## config.mk

```make
export PLATFORM = sky130hd
export DESIGN_NAME = pclce_ctrl
export DESIGN_NICKNAME = d
export VERILOG_FILES = /design/src/rtl/core/pclce_pkg.sv /design/src/rtl/core/pclce_ctrl.sv
export SDC_FILE = /design/constraint.sdc
export NUM_CORES = 1
export LEC_CHECK = 0
export ABC_AREA = 1
export CAP_MARGIN = 20
export CORE_AREA = 2 2 39 41
export CTS_BUF_LIST = sky130_fd_sc_hd__clkbuf_4
export DETAILED_ROUTE_END_ITERATION = 8
export DIE_AREA = 0 0 41 43
export DONT_BUFFER_PORTS = 1
export GPL_TIMING_DRIVEN = 0
export HOLD_SLACK_MARGIN = 0.05
export PLACE_DENSITY = 0.3
export SLEW_MARGIN = 15
export SYNTH_ARGS = -nofsm -noshare
export SYNTH_HDL_FRONTEND = slang
export SYNTH_SLANG_ARGS = --single-unit
```

## constraint.sdc

```tcl
create_clock -name clk -period 0.8 [get_ports clk]
set_input_delay 0.08 -clock clk [delete_from_list [all_inputs] [get_ports clk]]
set_output_delay 0.08 -clock clk [all_outputs]
set_load 0.02 [all_outputs]
```

## src/rtl/core/pclce_pkg.sv

```systemverilog
// Package for the page cache with LRU clean eviction.
// Holds item types, entry layout, opcodes, status codes and controller states.
// No dependencies.
`default_nettype none
package pclce_pkg;

  localparam int NUM_FRAMES_DEF   = 64;
  localparam int NUM_SEGMENTS_DEF = 16;
  localparam int CFG_IDX_W        = 2;
  localparam int CFG_DATA_W       = 8;

  localparam logic [7:0] MAX_LEN_RST     = 8'd10;
  localparam logic [6:0] FRAME_COUNT_RST = 7'd64;

  localparam logic [CFG_IDX_W-1:0] REG_MAX_LEN     = 2'd0;
  localparam logic [CFG_IDX_W-1:0] REG_FRAME_COUNT = 2'd1;

  localparam logic [2:0] OP_LOOKUP  = 3'd0;
  localparam logic [2:0] OP_INSERT  = 3'd1;
  localparam logic [2:0] OP_UPDATE  = 3'd2;
  localparam logic [2:0] OP_DROP    = 3'd3;
  localparam logic [2:0] OP_JOURNAL = 3'd4;

  localparam logic [2:0] ST_OK      = 3'd0;
  localparam logic [2:0] ST_MISS    = 3'd1;
  localparam logic [2:0] ST_FULL    = 3'd2;
  localparam logic [2:0] ST_LONG    = 3'd3;
  localparam logic [2:0] ST_NODIRTY = 3'd4;

  typedef struct packed {
    logic [2:0]  opcode;
    logic [3:0]  segment_id;
    logic [15:0] page_key;
    logic [63:0] value_stamp;
    logic [63:0] now_time;
    logic        dirty_in;
    logic [7:0]  value_length;
    logic [5:0]  frame_sel;
  } in_item_t;

  typedef struct packed {
    logic [2:0]  status;
    logic [5:0]  frame_out;
    logic [3:0]  seg_out;
    logic [15:0] key_out;
    logic [63:0] stamp_out;
    logic        evicted;
    logic [3:0]  evicted_seg;
    logic [15:0] evicted_key;
    logic        last_of_run;
  } out_item_t;

  typedef struct packed {
    logic [3:0]  seg;
    logic [15:0] key;
    logic [63:0] stamp;
    logic [63:0] last_use;
  } frame_ent_t;

  typedef enum logic [2:0] {
    S_IDLE,
    S_CHECK,
    S_SCAN,
    S_DRAIN,
    S_COMMIT
  } state_t;

  // controller to datapath
  typedef struct packed {
    logic load;
    logic scan_start;
    logic issue;
    logic commit;
  } dp_cmd_t;

  // datapath to controller
  typedef struct packed {
    logic need_scan;
    logic issue_last;
    logic hit_stop;
  } dp_stat_t;

endpackage
`default_nettype wire

```

## src/rtl/core/pclce_ctrl.sv

```systemverilog
// Controller of the page cache: sequences check, frame scan, drain and commit.
// Depends on pclce_pkg.
`default_nettype none
module pclce_ctrl (
  input  wire logic              clk,
  input  wire logic              rst_n,
  input  wire logic              start,
  output logic                   busy,
  input  wire pclce_pkg::dp_stat_t stat,
  output pclce_pkg::dp_cmd_t     cmd
);

  pclce_pkg::state_t state_r, state_nxt;

  // hold state
  always_ff @(posedge clk) begin
    if (!rst_n) begin
      state_r <= pclce_pkg::S_IDLE;
    end else begin
      state_r <= state_nxt;
    end
  end

  // next state
  always_comb begin
    state_nxt = state_r;
    case (state_r)
      pclce_pkg::S_IDLE: begin
        if (start) state_nxt = pclce_pkg::S_CHECK;
      end
      pclce_pkg::S_CHECK: begin
        state_nxt = stat.need_scan ? pclce_pkg::S_SCAN : pclce_pkg::S_COMMIT;
      end
      pclce_pkg::S_SCAN: begin
        if (stat.hit_stop) state_nxt = pclce_pkg::S_COMMIT;
        else if (stat.issue_last) state_nxt = pclce_pkg::S_DRAIN;
      end
      pclce_pkg::S_DRAIN:  state_nxt = pclce_pkg::S_COMMIT;
      pclce_pkg::S_COMMIT: state_nxt = pclce_pkg::S_IDLE;
      default:             state_nxt = pclce_pkg::S_IDLE;
    endcase
  end

  // outputs
  always_comb begin
    cmd  = '0;
    busy = 1'b1;
    case (state_r)
      pclce_pkg::S_IDLE: begin
        busy     = 1'b0;
        cmd.load = start;
      end
      pclce_pkg::S_CHECK:  cmd.scan_start = stat.need_scan;
      pclce_pkg::S_SCAN:   cmd.issue = 1'b1;
      pclce_pkg::S_DRAIN:  cmd = '0;
      pclce_pkg::S_COMMIT: cmd.commit = 1'b1;
      default:             busy = 1'b1;
    endcase
  end

endmodule
`default_nettype wire

```

==> results.md, run 1 <==
- Status: complete, but fails checks
- Failing checks: negative setup slack
- Fmax: 936 MHz
- Syn Nets: 37
- Switch share: 34.4%
- Layout cells sized above 1: 61.0%
- Later-pin clock latency in the skew report: 0.23 ns
- TritonCTS buffer count: 3
- Slowest Stage Delay on Critical Path: 0.37 ns
- Clock network power share: 39.4%
- Worst Skew: 0.000896 ns
- Fillcell total: 164
- Clock-pin slew on the worst setup and hold paths: 0.03 ns
- Flop pwr share: 28.7%
- Post-synth cell types: 11
- Psw: 0.254 mW
- Antenna viol nets, final: 0
- Fin crit period: 1.07 ns
- Hold depth: 2
- CTS tree: yes
- Synth top area cells: dfxtp_1 32%, inv_1 16%, nand2_1 10%, nand3_1 8.0%, nor2_1 8.0%
- Crit Reg-Reg Startpoint: state_r[2]
- Setup crit start kind: register
- Dpl hpwl: 430 um
- Asr flop ratio synth: 0%
- Cells after DPL: 47
- H-tree depth: 1
- Seq cells post-synth: 3
- PD cells: 2030 nW/um2
- Vias: 226
- Max FFs per register: 3
- Final Net Count: 48
- Setup ws final: -0.268 ns
- Multi-input gate area: 153 um2
- Register area: 71.3 um2
- Number of synthesized flops with an enable pin: 0
- WL/cell: 9.23 um
- Overall Power: 0.738 mW
- Max-cap violations: 0
- Fin cells: 57
- Die Y: 43 um
- Setup TNS Final: -1.18 ns
- Clk sink count: 3
- Max VDD drop: 0.590 mV
- Combinational fraction of design power: 31.9%
- Slowest cell on crit path: dfxtp_4
- Max-slew violations: 0
- Global route overflow: 0
- Setup crit start: state_r[0]
- Prevailing post-synth register cell: dfxtp_1
- Part of the cycle the worst path needs: 134%
- Root Buffer: clkbuf_4
- Via density: 3.96
- Ant diodes: 0
- CP arrival: 0.99 ns
- CTS Hold Bufs: 1
- Static Leak: 0.167 nW
- Fin. Hold Viols: 0
- CP required: 0.72 ns
- Starting Density: 13.6%
- Die X: 41 um
- Most frequent cell after synthesis: inv_1
- Cell taking the most area after synthesis: dfxtp_1
- Worst Hold Class: primary input to register
- DR pass1 iterations: 1
- Worst Path Max Fanout: 6
- First-pass GRT wire length: 869 um
- Mapped Avg Cell Area: 6.05 um2
- Crit Path Class: register to primary output
- Cell row count: 14
- Internal power: 0.484 mW
- Largest net degree at the start of global routing: 8
- Max-slew headroom: 74.7%
- Register area share after synthesis: 32.0%
- IO Count: 11
- Commonest cells post-synth: 8 x inv_1, 5 x nand2_1, 4 x nor2_1
- Buffers on Ports: 0
- Layout area overhead: 94.0%
- Largest register by flop count: state_r
- Final GP Congestion: 0.588
- Total Routing Usage GR: 8.12%
- Crit end category: primary output
- Min-delay src: stat[2]
- Top flop regs: state_r x3
- Initial antenna violation count: 0
- Worst Tran Pin Value: 0.378 ns
- Post-synth top area share: 32.0%
- Initial DRC Count: 0
- Final setup vio count: 8
- Drt total wl: 526 um
- Core Footprint: 1380 um2
- Die footprint: 1760 um2
- RSZ-0062 raised after global routing: true
- Vias in the first global route: 208
- Synth warnings: 0
- Worst-path cell chain: inv_4 > nand3_4 > nor2_4
- Post-Syn Instances: 31
- DRC Markers: 0
- Clk buf depth: 2
- Synth Cell Area: 188 um2
- Worst-case reg-to-reg path depth: 6
-- stage by stage --
stage / hold WS [ns] / cell area, um2 / util (%) / setup slack, ns
2_1_floorplan: 0.191 / 233 / - / 0.00368
3_3_place_gp: 0.197 / 253 / 18.3 / -0.0661
3_5_place_dp: 0.196 / 253 / 18.3 / -0.0666
4_1_cts: 0.0350 / 310 / 22.4 / -0.267
5_1_grt: 0.00775 / 364 / 26.3 / -0.307
6_report: 0.00711 / 364 / 26.3 / -0.268
-- kinds of logic (layout without fill, tap and decap cells) --
family,Yosys count,after routing,synth area share (%)
AND/OR/NAND/NOR,18,18,46.7
buffers and inverters,8,18,16.0
flip-flops,3,3,32.0
AO/OA/AOI/OAI,2,2,5.33
-- per-layer routing --
layer	wire length, um	share of wire (%)	GRT usage [%]	vias to the layer above
met3	43	8.2	5.24	0
met1	203	39	7.69	101
met5	0	0	0	-
met4	0	0	8.00	0
met2	279	53	10.9	6
li1	-	-	-	119
-- cells in the final DEF (no fill, tap or decap) --
| cell type | instances |
|---|---|
| o21ai_0 | 1 |
| clkbuf_4 | 4 |
| a21oi_2 | 1 |
| inv_6 | 2 |
| buf_4 | 5 |
| nor2_4 | 1 |
| nor2_2 | 2 |
| nand2_1 | 5 |
| nand3_1 | 1 |
| nor2_1 | 2 |
| inv_1 | 4 |
| dlygate4sd3_1 | 1 |
| nand4_1 | 2 |
| dfxtp_4 | 3 |
| nor3_2 | 1 |
| nor3_4 | 1 |
| nand3_2 | 1 |
| inv_2 | 1 |
| inv_4 | 1 |
| nand3_4 | 2 |
-- what timing repair did --
| action | in CTS | in global routing |
|---|---|---|
| hold endpoints to repair | 3 | 1 |
| pin swaps | 0 | 4 |
| setup buffers | 1 | 4 |
| gates resized for setup | 4 | 6 |
| endpoints found under the setup margin | 8 | 8 |
-- power groups by stage --
stage	clock (mW)	sequential (mW)	combinational (mW)
3_3_place_gp	0	0.211	0.174
5_1_grt	0.323	0.214	0.259
2_1_floorplan	0	0.204	0.157
6_report	0.291	0.211	0.235
3_5_place_dp	0	0.210	0.174
4_1_cts	0.306	0.207	0.189
-- critical path, delay by kind of cell, from the launching register on --
family	cells	cell delay (ns)
flip-flops	1	0.37
buffers and inverters	1	0.07
AND/OR/NAND/NOR	2	0.32
-- cell type report --
type | count | area share (%)
tap | 16 | 5.50
inverter | 8 | 11.7
sequential | 3 | 19.6
clock buffer | 4 | 8.25
multi-input combinational | 20 | 41.9
timing repair buffer | 6 | 13.1
-- final timing paths --
kind / endpoint / slack, ns
setup / recovery: cmd[3] / -0.27
hold / removal: state_r[1] / 0.007
setup reg to reg: state_r[0] / -0.09
hold reg to reg: state_r[1] / 0.61
(Power assumes the default switching activity.)
==> inputs of run 2 (changes only) <==
- clock period: 0.8 -> 0.9 ns (I/O delays scaled with it)
==> results.md, run 2 (synthesis results as in run 1) <==
- Clock-pin slew on the worst setup and hold paths: 0.04 ns
- Leading cell type in the layout, fill and taps excluded: nand2_1
- CP required: 0.81 ns
- Initial antenna violation count: 0
- CTS tree: yes
- Starting Density: 13.6%
- Die X: 41 um
- Final Cell Area: 399 um2
- Layout cells sized above 1: 60.5%
- DRC Markers: 0
- Via density: 4.08
- Antenna viol nets, final: 0
- Worst Hold Class: primary input to register
- Multi-input gate area: 160 um2
- Total Routing Usage GR: 9.13%
- Fin crit period: 1.07 ns
- Later-pin clock latency in the skew report: 0.23 ns
- Failing checks: negative setup slack
- Setup TNS Final: -0.669 ns
- Fin. Hold Viols: 0
- Layout area overhead: 113%
- Max-slew headroom: 81.7%
- Core Footprint: 1380 um2
- WL/cell: 10.7 um
- R2r endpoint: state_r[0]
- Cell row count: 14
- Worst R2R Setup Slack: -0.07 ns
- Setup ws final: -0.168 ns
- Global route overflow: 0
- Initial DRC Count: 3
- TritonCTS buffer count: 3
- Buffers on Ports: 0
- Final setup vio count: 7
- Pre-CTS WS: -0.150 ns
- CP arrival: 0.98 ns
- Vias in the first global route: 263
- Ant diodes: 0
- Die footprint: 1760 um2
- Worst Skew: 0.00234 ns
- Die Y: 43 um
- Clk sink count: 3
- Fillcell total: 163
- Worst-case reg-to-reg path depth: 5
- Part of the cycle the worst path needs: 119%
- IO Count: 11
- CTS Hold Bufs: 1
- Max VDD drop: 0.515 mV
- Static Leak: 0.178 nW
- Root Buffer: clkbuf_4
- Worst Path Max Fanout: 5
- PD cells: 1770 nW/um2
- Max-slew violations: 0
- Max-cap violations: 0
- Max FFs per register: 3
- Status: complete, but fails checks
- Fmax: 937 MHz
- Vias: 241
- Top flop regs: state_r x3
- Crit end category: primary output
- Clk buf depth: 2
- Setup crit start kind: register
- Drt total wl: 632 um
- Crit Reg-Reg Startpoint: state_r[0]
- Worst Tran Pin Value: 0.274 ns
- Largest net degree at the start of global routing: 6
- DR pass1 iterations: 2
- Largest register by flop count: state_r
- RSZ-0062 raised after global routing: true
- Register area: 71.3 um2
- Final GP Congestion: 0.621
- H-tree depth: 1
- Hold depth: 2
- Min-delay src: stat[2]
- Crit Path Class: register to primary output
- Final Net Count: 50
- First-pass GRT wire length: 972 um
- WHS Endpoint: state_r[1]
- Most frequent cells in the layout: 5 x nand2_1, 4 x inv_1, 4 x clkbuf_4, 4 x buf_6
- Dpl hpwl: 383 um
- Dpl cell area: 220 um2
-- run 2: layout make-up --
type | count | share of cell area (%)
sequential | 3 | 17.9
tap | 16 | 5.02
multi-input combinational | 20 | 40.1
timing repair buffer | 8 | 19.4
clock buffer | 4 | 7.52
inverter | 8 | 10.0
-- run 2: per-layer routing --
metal	share of wire [%]	global-route usage (%)
met5	0	0
met4	0	10.0
met3	4.9	5.76
met2	59	13.4
met1	36	7.05
-- run 2: worst max-delay path by stage --
stage                  end  cells after the start       start  slack (ns)
floorplan           cmd[3]                      3  state_r[2]       -0.07
global placement    cmd[3]                      3  state_r[2]       -0.17
detailed placement  cmd[3]                      3  state_r[2]       -0.15
CTS                 cmd[3]                      3  state_r[1]       -0.19
global route        cmd[3]                      3  state_r[1]       -0.21
finish              cmd[3]                      3  state_r[1]       -0.17
-- run 2: metrics by stage --
stage / hold WS, ns / util [%] / total power, mW / cells
2_1_floorplan: 0.210 / - / 0.289 / 31
3_3_place_gp: 0.218 / 15.9 / 0.309 / 47
3_5_place_dp: 0.218 / 15.9 / 0.308 / 47
4_1_cts: 0.0573 / 25.6 / 0.678 / 59
5_1_grt: 0.0183 / 28.8 / 0.751 / 59
6_report: 0.00699 / 28.8 / 0.705 / 59
-- run 2: critical path, stage by stage, from the launching register on --
cell and delay [ns]:
dfxtp_4 0.36, inv_4 0.08, nand3_4 0.12, nor2_4 0.17
-- run 2: where the power goes --
| group | leakage (nW) | switching (mW) | total (mW) | internal, mW |
|---|---|---|---|---|
| combinational | 0.133 | 0.140 | 0.248 | 0.108 |
| clock | 0.0184 | 0.0696 | 0.266 | 0.196 |
| sequential | 0.0267 | 0.0403 | 0.191 | 0.150 |
| total | 0.178 | 0.250 | 0.705 | 0.455 |
-- run 2: what timing repair did --
| action | CTS | global route |
|---|---|---|
| pin swaps | 2 | 8 |
| resized for setup | 16 | 11 |
| hold endpoints to repair | 3 | 1 |
| cloned | 0 | 0 |
| setup endpoints to repair | 6 | 8 |
| buffers inserted | 7 | 0 |
